===== config.mk =====
export PLATFORM = sky130hd
export DESIGN_NAME = mma_ctrl
export DESIGN_NICKNAME = d
export VERILOG_FILES = /design/src/mma_pkg.sv /design/src/mma_ctrl.sv
export VERILOG_INCLUDE_DIRS = /design/src /design/src/src
export SDC_FILE = /design/constraint.sdc
export NUM_CORES = 1
export LEC_CHECK = 0
export ABC_AREA = 1
export BUFFER_PORTS_ARGS = -buffer_cell sky130_fd_sc_hd__clkbuf_2
export CORE_MARGIN = 10
export CORE_UTILIZATION = 33
export DETAILED_ROUTE_END_ITERATION = 7
export HOLD_SLACK_MARGIN = 0.06
export PLACE_DENSITY = 0.62
export SETUP_SLACK_MARGIN = 0.02
export SYNTH_ARGS = -nofsm -noshare
export SYNTH_HDL_FRONTEND = slang
export SYNTH_SLANG_ARGS = --single-unit

===== constraint.sdc =====
create_clock -name clk -period 2.8 [get_ports clk]
set_clock_uncertainty 0.15 [all_clocks]
set_input_delay 0.28 -clock clk [delete_from_list [all_inputs] [get_ports clk]]
set_output_delay 0.28 -clock clk [all_outputs]
set_load 0.02 [all_outputs]

===== src/assert_macros.svh =====
// Assertion macros shared by the RTL of the block multiply-accumulate unit.
// No dependencies; expects clk and arst_n in the scope of each use.
`ifndef ASSERT_MACROS_SVH
`define ASSERT_MACROS_SVH
`ifndef NO_ASSERTIONS
// checked outside reset only
`define AST_CLK(lbl, prop, msg) \
	lbl: assert property (@(posedge clk) disable iff (!arst_n) prop) else $error(msg);
// checked at every edge, reset included
`define AST_ANY(lbl, prop, msg) \
	lbl: assert property (@(posedge clk) prop) else $error(msg);
`else
`define AST_CLK(lbl, prop, msg)
`define AST_ANY(lbl, prop, msg)
`endif
`endif


===== src/mma_pkg.sv =====
// Shared types, constants and index helpers of the block multiply-accumulate unit.
// No dependencies.
`timescale 1ns / 1ps
`default_nettype none

package mma_pkg;

	localparam int DIM   = 8;
	localparam int DW    = 64;
	localparam int DEPTH = DIM * DIM;
	localparam int CRD_W = $clog2(DIM);
	localparam int IDX_W = $clog2(DEPTH);
	localparam int CHK_W = $clog2(DIM + 16) + 1;

	localparam logic [2:0] CMD_WR_A = 3'd0;
	localparam logic [2:0] CMD_WR_B = 3'd1;
	localparam logic [2:0] CMD_WR_C = 3'd2;
	localparam logic [2:0] CMD_MAC  = 3'd3;
	localparam logic [2:0] CMD_RD_C = 3'd4;

	typedef struct packed {
		logic [2:0]    command;
		logic [2:0]    elem_row;
		logic [2:0]    elem_col;
		logic [DW-1:0] write_value;
		logic [2:0]    a_row_base;
		logic [2:0]    a_col_base;
		logic [2:0]    b_row_base;
		logic [2:0]    b_col_base;
		logic [2:0]    c_row_base;
		logic [2:0]    c_col_base;
		logic [3:0]    block_size;
	} mma_cmd_t;

	typedef struct packed {
		logic [DW-1:0] read_data;
		logic          status;
	} mma_rsp_t;

	typedef struct packed {
		logic             we;
		logic [IDX_W-1:0] addr;
		logic [DW-1:0]    data;
	} mma_wport_t;

	// control carried alongside each issued product
	typedef struct packed {
		logic             vld;
		logic             first;
		logic             last;
		logic [IDX_W-1:0] caddr;
	} mma_tag_t;

	function automatic logic [IDX_W-1:0] mma_idx(input logic [CRD_W-1:0] r,
		input logic [CRD_W-1:0] c);
		mma_idx = IDX_W'(r * DIM + c);
	endfunction

	function automatic logic mma_fits(input logic [2:0] base, input logic [3:0] n);
		mma_fits = (CHK_W'(base) + CHK_W'(n)) <= CHK_W'(DIM);
	endfunction

	function automatic logic mma_in_range(input logic [2:0] v);
		mma_in_range = CHK_W'(v) < CHK_W'(DIM);
	endfunction

endpackage

`default_nettype wire


===== src/mma_ctrl.sv =====
// Command decoder and block sequencer: drives the A, B and C memory ports.
// Depends on mma_pkg and assert_macros.svh.
`timescale 1ns / 1ps
`default_nettype none
`include "assert_macros.svh"

module mma_ctrl import mma_pkg::*; (
	input  wire logic             clk,
	input  wire logic             arst_n,
	input  wire logic             start,
	input  wire mma_cmd_t         cmd,
	output logic                  busy,
	output logic                  done,
	output mma_rsp_t              rsp,
	output mma_wport_t            a_wr,
	output mma_wport_t            b_wr,
	output mma_wport_t            c_wr,
	output logic      [IDX_W-1:0] a_raddr,
	output logic      [IDX_W-1:0] b_raddr,
	output logic      [IDX_W-1:0] c_raddr,
	input  wire logic [DW-1:0]    c_rdata,
	output mma_tag_t              tag,
	input  wire logic             pipe_busy
);

	typedef enum logic [2:0] {
		ST_IDLE,
		ST_EXEC,
		ST_RDWAIT,
		ST_ISSUE,
		ST_DRAIN
	} state_t;

	state_t           state_q;
	mma_cmd_t         cmd_q;
	mma_rsp_t         rsp_q;
	logic             done_q;
	logic [CRD_W-1:0] i_q, j_q, k_q, nm1_q;

	logic             ok;
	logic             fits;
	logic [IDX_W-1:0] eidx, aidx, bidx, cidx;
	logic [CRD_W-1:0] ar, ac, br, bc, cr, cc;
	logic             k_end, j_end, i_end;

	assign ok   = mma_in_range(cmd_q.elem_row) & mma_in_range(cmd_q.elem_col);
	assign eidx = mma_idx(CRD_W'(cmd_q.elem_row), CRD_W'(cmd_q.elem_col));
	assign fits = mma_fits(cmd_q.a_row_base, cmd_q.block_size)
		& mma_fits(cmd_q.a_col_base, cmd_q.block_size)
		& mma_fits(cmd_q.b_row_base, cmd_q.block_size)
		& mma_fits(cmd_q.b_col_base, cmd_q.block_size)
		& mma_fits(cmd_q.c_row_base, cmd_q.block_size)
		& mma_fits(cmd_q.c_col_base, cmd_q.block_size);

	assign ar = CRD_W'(cmd_q.a_row_base) + i_q;
	assign ac = CRD_W'(cmd_q.a_col_base) + k_q;
	assign br = CRD_W'(cmd_q.b_row_base) + k_q;
	assign bc = CRD_W'(cmd_q.b_col_base) + j_q;
	assign cr = CRD_W'(cmd_q.c_row_base) + i_q;
	assign cc = CRD_W'(cmd_q.c_col_base) + j_q;

	assign aidx = mma_idx(ar, ac);
	assign bidx = mma_idx(br, bc);
	assign cidx = mma_idx(cr, cc);

	assign k_end = k_q == nm1_q;
	assign j_end = j_q == nm1_q;
	assign i_end = i_q == nm1_q;

	assign a_raddr = aidx;
	assign b_raddr = bidx;
	assign c_raddr = (state_q == ST_ISSUE) ? cidx : eidx;

	assign a_wr.we   = (state_q == ST_EXEC) && (cmd_q.command == CMD_WR_A) && ok;
	assign a_wr.addr = eidx;
	assign a_wr.data = cmd_q.write_value;
	assign b_wr.we   = (state_q == ST_EXEC) && (cmd_q.command == CMD_WR_B) && ok;
	assign b_wr.addr = eidx;
	assign b_wr.data = cmd_q.write_value;
	assign c_wr.we   = (state_q == ST_EXEC) && (cmd_q.command == CMD_WR_C) && ok;
	assign c_wr.addr = eidx;
	assign c_wr.data = cmd_q.write_value;

	assign tag.vld   = state_q == ST_ISSUE;
	assign tag.first = k_q == '0;
	assign tag.last  = k_end;
	assign tag.caddr = cidx;

	assign busy = state_q != ST_IDLE;
	assign done = done_q;
	assign rsp  = rsp_q;

	always_ff @(posedge clk or negedge arst_n) begin
		if (!arst_n) begin
			state_q <= ST_IDLE;
			cmd_q   <= '0;
			rsp_q   <= '0;
			done_q  <= 1'b0;
			i_q     <= '0;
			j_q     <= '0;
			k_q     <= '0;
			nm1_q   <= '0;
		end else begin
			done_q <= 1'b0;
			case (state_q)
				ST_IDLE: begin
					if (start) begin
						cmd_q   <= cmd;
						state_q <= ST_EXEC;
					end
				end
				ST_EXEC: begin
					case (cmd_q.command)
						CMD_RD_C: begin
							state_q <= ST_RDWAIT;
						end
						CMD_MAC: begin
							if (cmd_q.block_size == 4'd0) begin
								rsp_q   <= '0;
								done_q  <= 1'b1;
								state_q <= ST_IDLE;
							end else if (!fits) begin
								rsp_q.read_data <= '0;
								rsp_q.status    <= 1'b1;
								done_q          <= 1'b1;
								state_q         <= ST_IDLE;
							end else begin
								i_q     <= '0;
								j_q     <= '0;
								k_q     <= '0;
								nm1_q   <= CRD_W'(cmd_q.block_size - 4'd1);
								state_q <= ST_ISSUE;
							end
						end
						default: begin
							rsp_q   <= '0;
							done_q  <= 1'b1;
							state_q <= ST_IDLE;
						end
					endcase
				end
				ST_RDWAIT: begin
					rsp_q.read_data <= ok ? c_rdata : '0;
					rsp_q.status    <= 1'b0;
					done_q          <= 1'b1;
					state_q         <= ST_IDLE;
				end
				ST_ISSUE: begin
					if (!k_end) begin
						k_q <= k_q + 1'b1;
					end else begin
						k_q <= '0;
						if (!j_end) begin
							j_q <= j_q + 1'b1;
						end else begin
							j_q <= '0;
							if (!i_end) begin
								i_q <= i_q + 1'b1;
							end else begin
								state_q <= ST_DRAIN;
							end
						end
					end
				end
				ST_DRAIN: begin
					if (!pipe_busy) begin
						rsp_q   <= '0;
						done_q  <= 1'b1;
						state_q <= ST_IDLE;
					end
				end
				default: begin
					state_q <= ST_IDLE;
				end
			endcase
		end
	end

	`AST_CLK(a_done_pulse, done |=> !done, "result strobe held for more than one cycle")
	`AST_CLK(a_idle_drained, !busy |-> !pipe_busy, "idle while products still in flight")
	`AST_CLK(a_accept_busy, start && !busy |=> busy, "accepted word did not raise busy")
	`AST_CLK(a_done_idle, done |-> !busy, "result shown while still busy")
	`AST_ANY(a_reset_idle, !arst_n |=> !busy && !done, "block not idle in reset")

endmodule

`default_nettype wire


==> qor.yml, run 1 <==
wl_mm: 32.7
core_mm2: 0.0306
insertion_delay_ns: 0.43
rsz0062_at_grt: "yes"
synth.top_cell.area_share: 0.430
htreeDepth: 4
power.leakage_nw: 7.32
fmax_ghz: 0.381
drtPass1Iterations: 6
synthDistinctLibCells: 29
ys_ff_latch: 176
antenna_found_initial: 0
critPathCaptureType: "output port"
maxCapViolCount: 0
critPathArrivalTime_ns: 2.19
worstSetupPathType: "flip-flop to output port"
worst_path_max_delay_cell: "dfrtp_2"
overflow: 0
drtAntennaViolNets: 0
num-fill-cells: 2835
cts_tree: "yes"
gp_congestion: 0.853
holdWs_ns: 0.0954
min_period_over_period: 0.936
drive_gt1_frac: 0.449
vias_per_cell: 4.45
grt_start_max_net_pins: 67
status: "finished clean"
crit_chain: "ha_1 -> inv_1 -> fa_1 -> xnor2_2 -> xor2_1 -> nand2_1 -> o21ai_0 -> clkbuf_2"
die_w_um: 196
die-area_mm2: 0.0385
root_buffer: "clkbuf_16"
synth_nets: 1249
clkSlewWorstSetupHoldPaths_ns: 0.08
synth_area_mm2: 0.0102
grtUsageTotal: 0.164
tns_ns: 0
io_buffer_count: 469
synth_top_cell_by_area: "dfrtp_1"
clock_path_buffers: 2
seq_area_mm2: 0.00441
grt_pass1_vias: 8908
slew_violations: 0
dpl.hpwl_mm: 24.8
finish.net_count: 1671
syn_inst: 1045
vias: 8339
cp.required_ns: 2.37
grt_pass1_wl_mm: 51.0
utilization: 0.450
cts-buffers-inserted: 17
synthToLayoutAreaGrowth_pct: 34.5
vdd_ir_drop_max_mv: 0.574
avgSynthCellArea_um2: 9.80
worst_pin_slew_ns: 0.516
ys_top_cells_by_area: "dfrtp_1 43%, buf_4 16%, mux2_2 8.5%"
cts_num_sinks: 176
hold_class: "primary input to flip-flop"
initial_core_util: 0.335
yosysWarnings: 0
slowest_delay_ns: 0.43
finalSetupViolations: 0
powerDensity_mw_per_mm2: 1290
rrSetupSlack_ns: 0.21
final-hold-violation-count: 0
num_rows: 64
relSlewSlack: 0.656
fp.dieH_um: 196
drc: 0
io_pins: 470
fin_crit_ns: 2.62
multiInputGateArea_mm2: 0.00375
drtIter0Drc: 422
crit_path_start_kind: "flip-flop"
wl_per_cell_um: 17.4
ys_seq_area_frac: 0.430
antenna_cells: 0
crit_fanout: 4
what timing repair did:
| item | CTS | global route |
|---|---|---|
| endpoints found under the setup margin | 1 | 65 |
| gates resized for setup | 1 | 5 |
| hold buffers | 161 | 0 |
| gates cloned | 0 | 1 |
| buffers inserted | 0 | 2 |
| endpoints found under the hold margin | 204 | 0 |
report_power, final:
part	switching [mW]	internal [mW]	total, mW
Sequential	1.26	3.70	4.96
Combinational	6.65	3.63	10.3
Clock	1.16	1.40	2.56
through the flow:
step / total power [mW] / instances / instance area [um2] / worst slack, ns
floorplan: 13.5 / 1045 / 10200 / 0.337
global placement: 14.9 / 1680 / 11500 / 0.200
detailed placement: 15.1 / 1680 / 11500 / 0.152
CTS: 17.9 / 1873 / 13700 / 0.116
global route: 19.0 / 1876 / 13800 / 0.0205
finish: 17.8 / 1876 / 13800 / 0.178
synthesized netlist by cell type, drive strengths merged:
cell	number
nor3	1
dfrtp	176
nor3b	1
o21ai	37
buf	236
xnor2	16
a21oi	10
clkbuf	11
nor4	3
nand2	220
nand3b	1
nand3	97
fa	12
ha	29
xor2	9
nand4	9
mux2	77
inv	67
nor2	33
registers in the layout, summed over array words and instances (netlist names):
register  flops
rsp          65
a_wr         64
cmd_q        31
i_q           3
j_q           3
k_q           3
nm1_q         3
state_q       3
done          1
final timing paths:
path                         endpoint  depth (start not counted)      from
min in group asynchronous     rsp[38]                          2    arst_n
setup reg to reg              rsp[22]                         14  cmd_q[0]
max in group asynchronous    cmd_q[0]                          3    arst_n
hold reg to reg               rsp[57]                          2   rsp[57]
hold / removal             state_q[0]                          3     start
setup / recovery           c_raddr[5]                          8    i_q[0]
final cells by class:
cell class	instances	share of cell area
sequential	176	0.320
timing repair buffer	650	0.307
inverter	67	0.0183
clock inverter	14	0.0137
multi-input combinational	555	0.272
clock buffer	18	0.0319
tap	396	0.0360
logic make-up after synthesis:
logic type | count (synthesis) | synth area share
AOI/OAI and AO/OA | 47 | 0.0233
xor gates and xnor gates | 25 | 0.0214
adders and majority gates | 41 | 0.0589
buffers and inverters | 314 | 0.205
DFF | 176 | 0.430
muxes | 77 | 0.0847
and+or+nand+nor | 365 | 0.177
metal layers:
layer,GRT usage,up-vias,part of all wire
met1,0.184,3987,0.38
li1,-,4000,-
met3,0.0442,38,0.073
met4,0.0481,0,0.020
met2,0.295,314,0.52
met5,0,-,0
cells in the final DEF, fill, tap and decap left out, drive strengths merged:
cell         count
nand3b           1
o21ai           37
nor3             1
xnor2           16
bufinv           2
dlygate4sd3    161
nor3b            1
clkinv           2
dfrtp          176
nor4             3
nand3           97
fa              12
clkbuf         487
ha              29
inv             76
nand4            9
buf             20
a21oi           10
nand2          220
xor2             9
nor2            33
clkinvlp         1
mux2            77
critical path, delay by kind of cell (launching register included):
family	cells	cell delay, ns
compound gates	1	0.09
xor+xnor	2	0.37
fa+ha+maj	2	0.56
buf+inv	2	0.25
flops	1	0.43
simple gates	1	0.08
Power figures use the tool's default switching activity.
==> run 2, diff against run 1 <==
--- a/config.mk
+++ b/config.mk
@@ -8,11 +8,11 @@
 export LEC_CHECK = 0
 export ABC_AREA = 1
 export BUFFER_PORTS_ARGS = -buffer_cell sky130_fd_sc_hd__clkbuf_2
-export CORE_MARGIN = 10
-export CORE_UTILIZATION = 33
+export CORE_AREA = 2 2 185 187
 export DETAILED_ROUTE_END_ITERATION = 7
+export DIE_AREA = 0 0 187 189
 export HOLD_SLACK_MARGIN = 0.06
-export PLACE_DENSITY = 0.62
+export PLACE_DENSITY = 0.58
 export SETUP_SLACK_MARGIN = 0.02
 export SYNTH_ARGS = -nofsm -noshare
 export SYNTH_HDL_FRONTEND = slang
==> run 2 against run 1 <==
- power is 0.40% higher
- register-to-register slack got worse by 0.06 ns
- hold slack worse by 0.018 ns
- count of clock-buffer cells in the layout up 1
- design area up 1.6%
- critical path type is now flip-flop to flip-flop
- highest routed layer unchanged
==> qor.yml, run 2 (synthesized netlist as in run 1, its figures left out) <==
status: "finished clean"
synthToLayoutAreaGrowth_pct: 36.7
fp.dieH_um: 189  # -3.6%
critPathArrivalTime_ns: 2.87  # +0.68 ns
worst_pin_slew_ns: 0.512  # -0.00347 ns
fin_crit_ns: 2.65  # +0.0295 ns
grtUsageTotal: 0.168  # +0.00424
utilization: 0.420  # -0.0297
drive_gt1_frac: 0.460  # +0.0111
maxCapViolCount: 0  # unchanged
switching_share: 0.503  # -0.00704
min_period_over_period: 0.947  # +0.0105
seqPwrFrac: 0.282  # +0.003
crit_fanout: 12  # +8
slew_violations: 0  # unchanged
die-area_mm2: 0.0353  # -8.1%
final-hold-violation-count: 0  # unchanged
holdWs_ns: 0.0771  # -0.0183 ns
timing.rr.start: "cmd_q[0]"
clkSlewWorstSetupHoldPaths_ns: 0.08  # about the same
clock_path_buffers: 2  # unchanged
final_cells: 1942  # +3.5%
switchingPower_mw: 8.98  # -0.98%
grt_start_max_net_pins: 53  # -21%
antenna_found_initial: 2  # +2
io_pins: 470  # unchanged
gp_congestion: 0.796  # -6.7%
final_cell_mix: "468 x clkbuf_2, 216 x nand2_1, 175 x dfrtp_1"
htreeDepth: 4  # unchanged
r2r-end: "rsp[29]"
relSlewSlack: 0.659  # +0.00282
power.leakage_nw: 7.36  # +0.52%
crit_path_start_kind: "flip-flop"
io_buffer_count: 469  # unchanged
whs_path_depth: 3  # unchanged
hold_class: "primary input to flip-flop"
worstSetupPathType: "flip-flop to flip-flop"
vias: 8448  # +1.3%
rsz0062_at_grt: "yes"
p_comb_frac: 0.580  # +0.003
vdd_ir_drop_max_mv: 0.693  # +21%
root_buffer: "clkbuf_16"
cp.required_ns: 3.02  # +0.65 ns
drtAntennaViolNets: 0  # unchanged
fmax_ghz: 0.377  # -1.1%
cts-buffers-inserted: 17  # unchanged
min_to: "state_q[0]"
critPathCaptureType: "flip-flop"
finalSetupViolations: 0  # unchanged
p_int_mw: 8.88  # +1.8%
reg2reg_depth: 14  # unchanged
wl_mm: 30.2  # -7.6%
grt_pass1_wl_mm: 46.5  # -8.8%
finish.net_count: 1684  # +0.78%
vias_per_cell: 4.35  # -2.1%
rrSetupSlack_ns: 0.15  # -0.06 ns
drtPass1Iterations: 5  # -1
dp_cells: 1740  # +3.6%
dpl.hpwl_mm: 22.4  # -9.7%
drtIter0Drc: 345  # -18%
largest_reg_flops: 65  # unchanged
cts_tree: "yes"
drc: 0  # unchanged
holdCritStartpoint: "start"
pwr-share-clk: 0.138  # -0.006
grt_pass1_vias: 8385  # -5.9%
final_common_cell: "clkbuf_2"
overflow: 0  # unchanged
core_mm2: 0.0333  # +8.8%
initial_core_util: 0.308  # -0.0271
tns_ns: 0  # unchanged
power.total_mw: 17.9  # +0.40%
die_w_um: 187  # -4.7%
num_rows: 67  # +4.7%
powerDensity_mw_per_mm2: 1280  # -1.2%
insertion_delay_ns: 0.44  # about the same
cts_num_sinks: 176  # unchanged
wl_per_cell_um: 15.6  # -11%
-- run 2: worst max-delay path: stages (launching register included) --
cell,delay (ns)
dfrtp_4,0.59
ha_4,0.21
fa_2,0.34
nand2_2,0.09
nand2_1,0.05
nor2_1,0.11
nand3_1,0.08
nand2_1,0.06
nand2_1,0.08
nor2_4,0.16
nand3_4,0.12
nand3_4,0.18
clkbuf_16,0.23
nand3_2,0.06
nand2_1,0.06
-- run 2: cell type report --
class / instances / area, um2
Fill cell: 3233 / 19300
Sequential cell: 176 / 4410
Timing Repair Buffer: 662 / 4320
Multi-Input combinational cell: 556 / 3860
Tap cell: 448 / 561
Clock buffer: 19 / 443
Inverter: 67 / 251
Clock inverter: 12 / 148
Antenna cell: 2 / 5.00
-- run 2: stage by stage --
| step | cell area, um2 | setup slack, ns |
|---|---|---|
| after floorplan | 10200 | 0.337 |
| after global placement | 11600 | 0.159 |
| after detailed placement | 11600 | 0.0935 |
| after CTS | 13800 | 0.0842 |
| after global routing | 14000 | 0.0226 |
| final | 14000 | 0.148 |
-- run 2: worst max-delay path by stage --
stage                     startpoint          to  slack [ns]  depth (start not counted)
final                       cmd_q[0]     rsp[29]        0.15                         14
after global routing        cmd_q[4]  c_raddr[2]        0.02                          8
after global placement      cmd_q[0]     rsp[37]        0.16                         14
after floorplan             cmd_q[1]     rsp[16]        0.34                         16
after CTS                   cmd_q[0]     rsp[25]        0.08                         14
after detailed placement    cmd_q[0]     rsp[25]        0.09                         14
-- run 2: metal layers --
metal  wire length [um]  global-route usage  share of wire  vias up
met5                  0                   0              0        -
met4                886              0.0684          0.029        0
met3               1330              0.0315          0.044       55
met2              15400               0.289           0.51      312
met1              12600               0.208           0.42     4064
li1                   -                   -              -     4017
-- run 2: power by group through the flow --
stage	clock, mW	combinational, mW	sequential, mW
finish	2.47	10.4	5.03
global route	2.66	11.2	5.21
global placement	0	9.81	4.98
CTS	2.55	10.1	4.99
floorplan	0	8.45	5.10
detailed placement	0	9.92	5.02
-- run 2: repair_timing --
item | CTS | global route
hold buffers | 161 | 0
hold endpoints to repair | 207 | 0
setup endpoints to repair | 0 | 77
resized for setup | 0 | 27
buffers inserted | 0 | 5
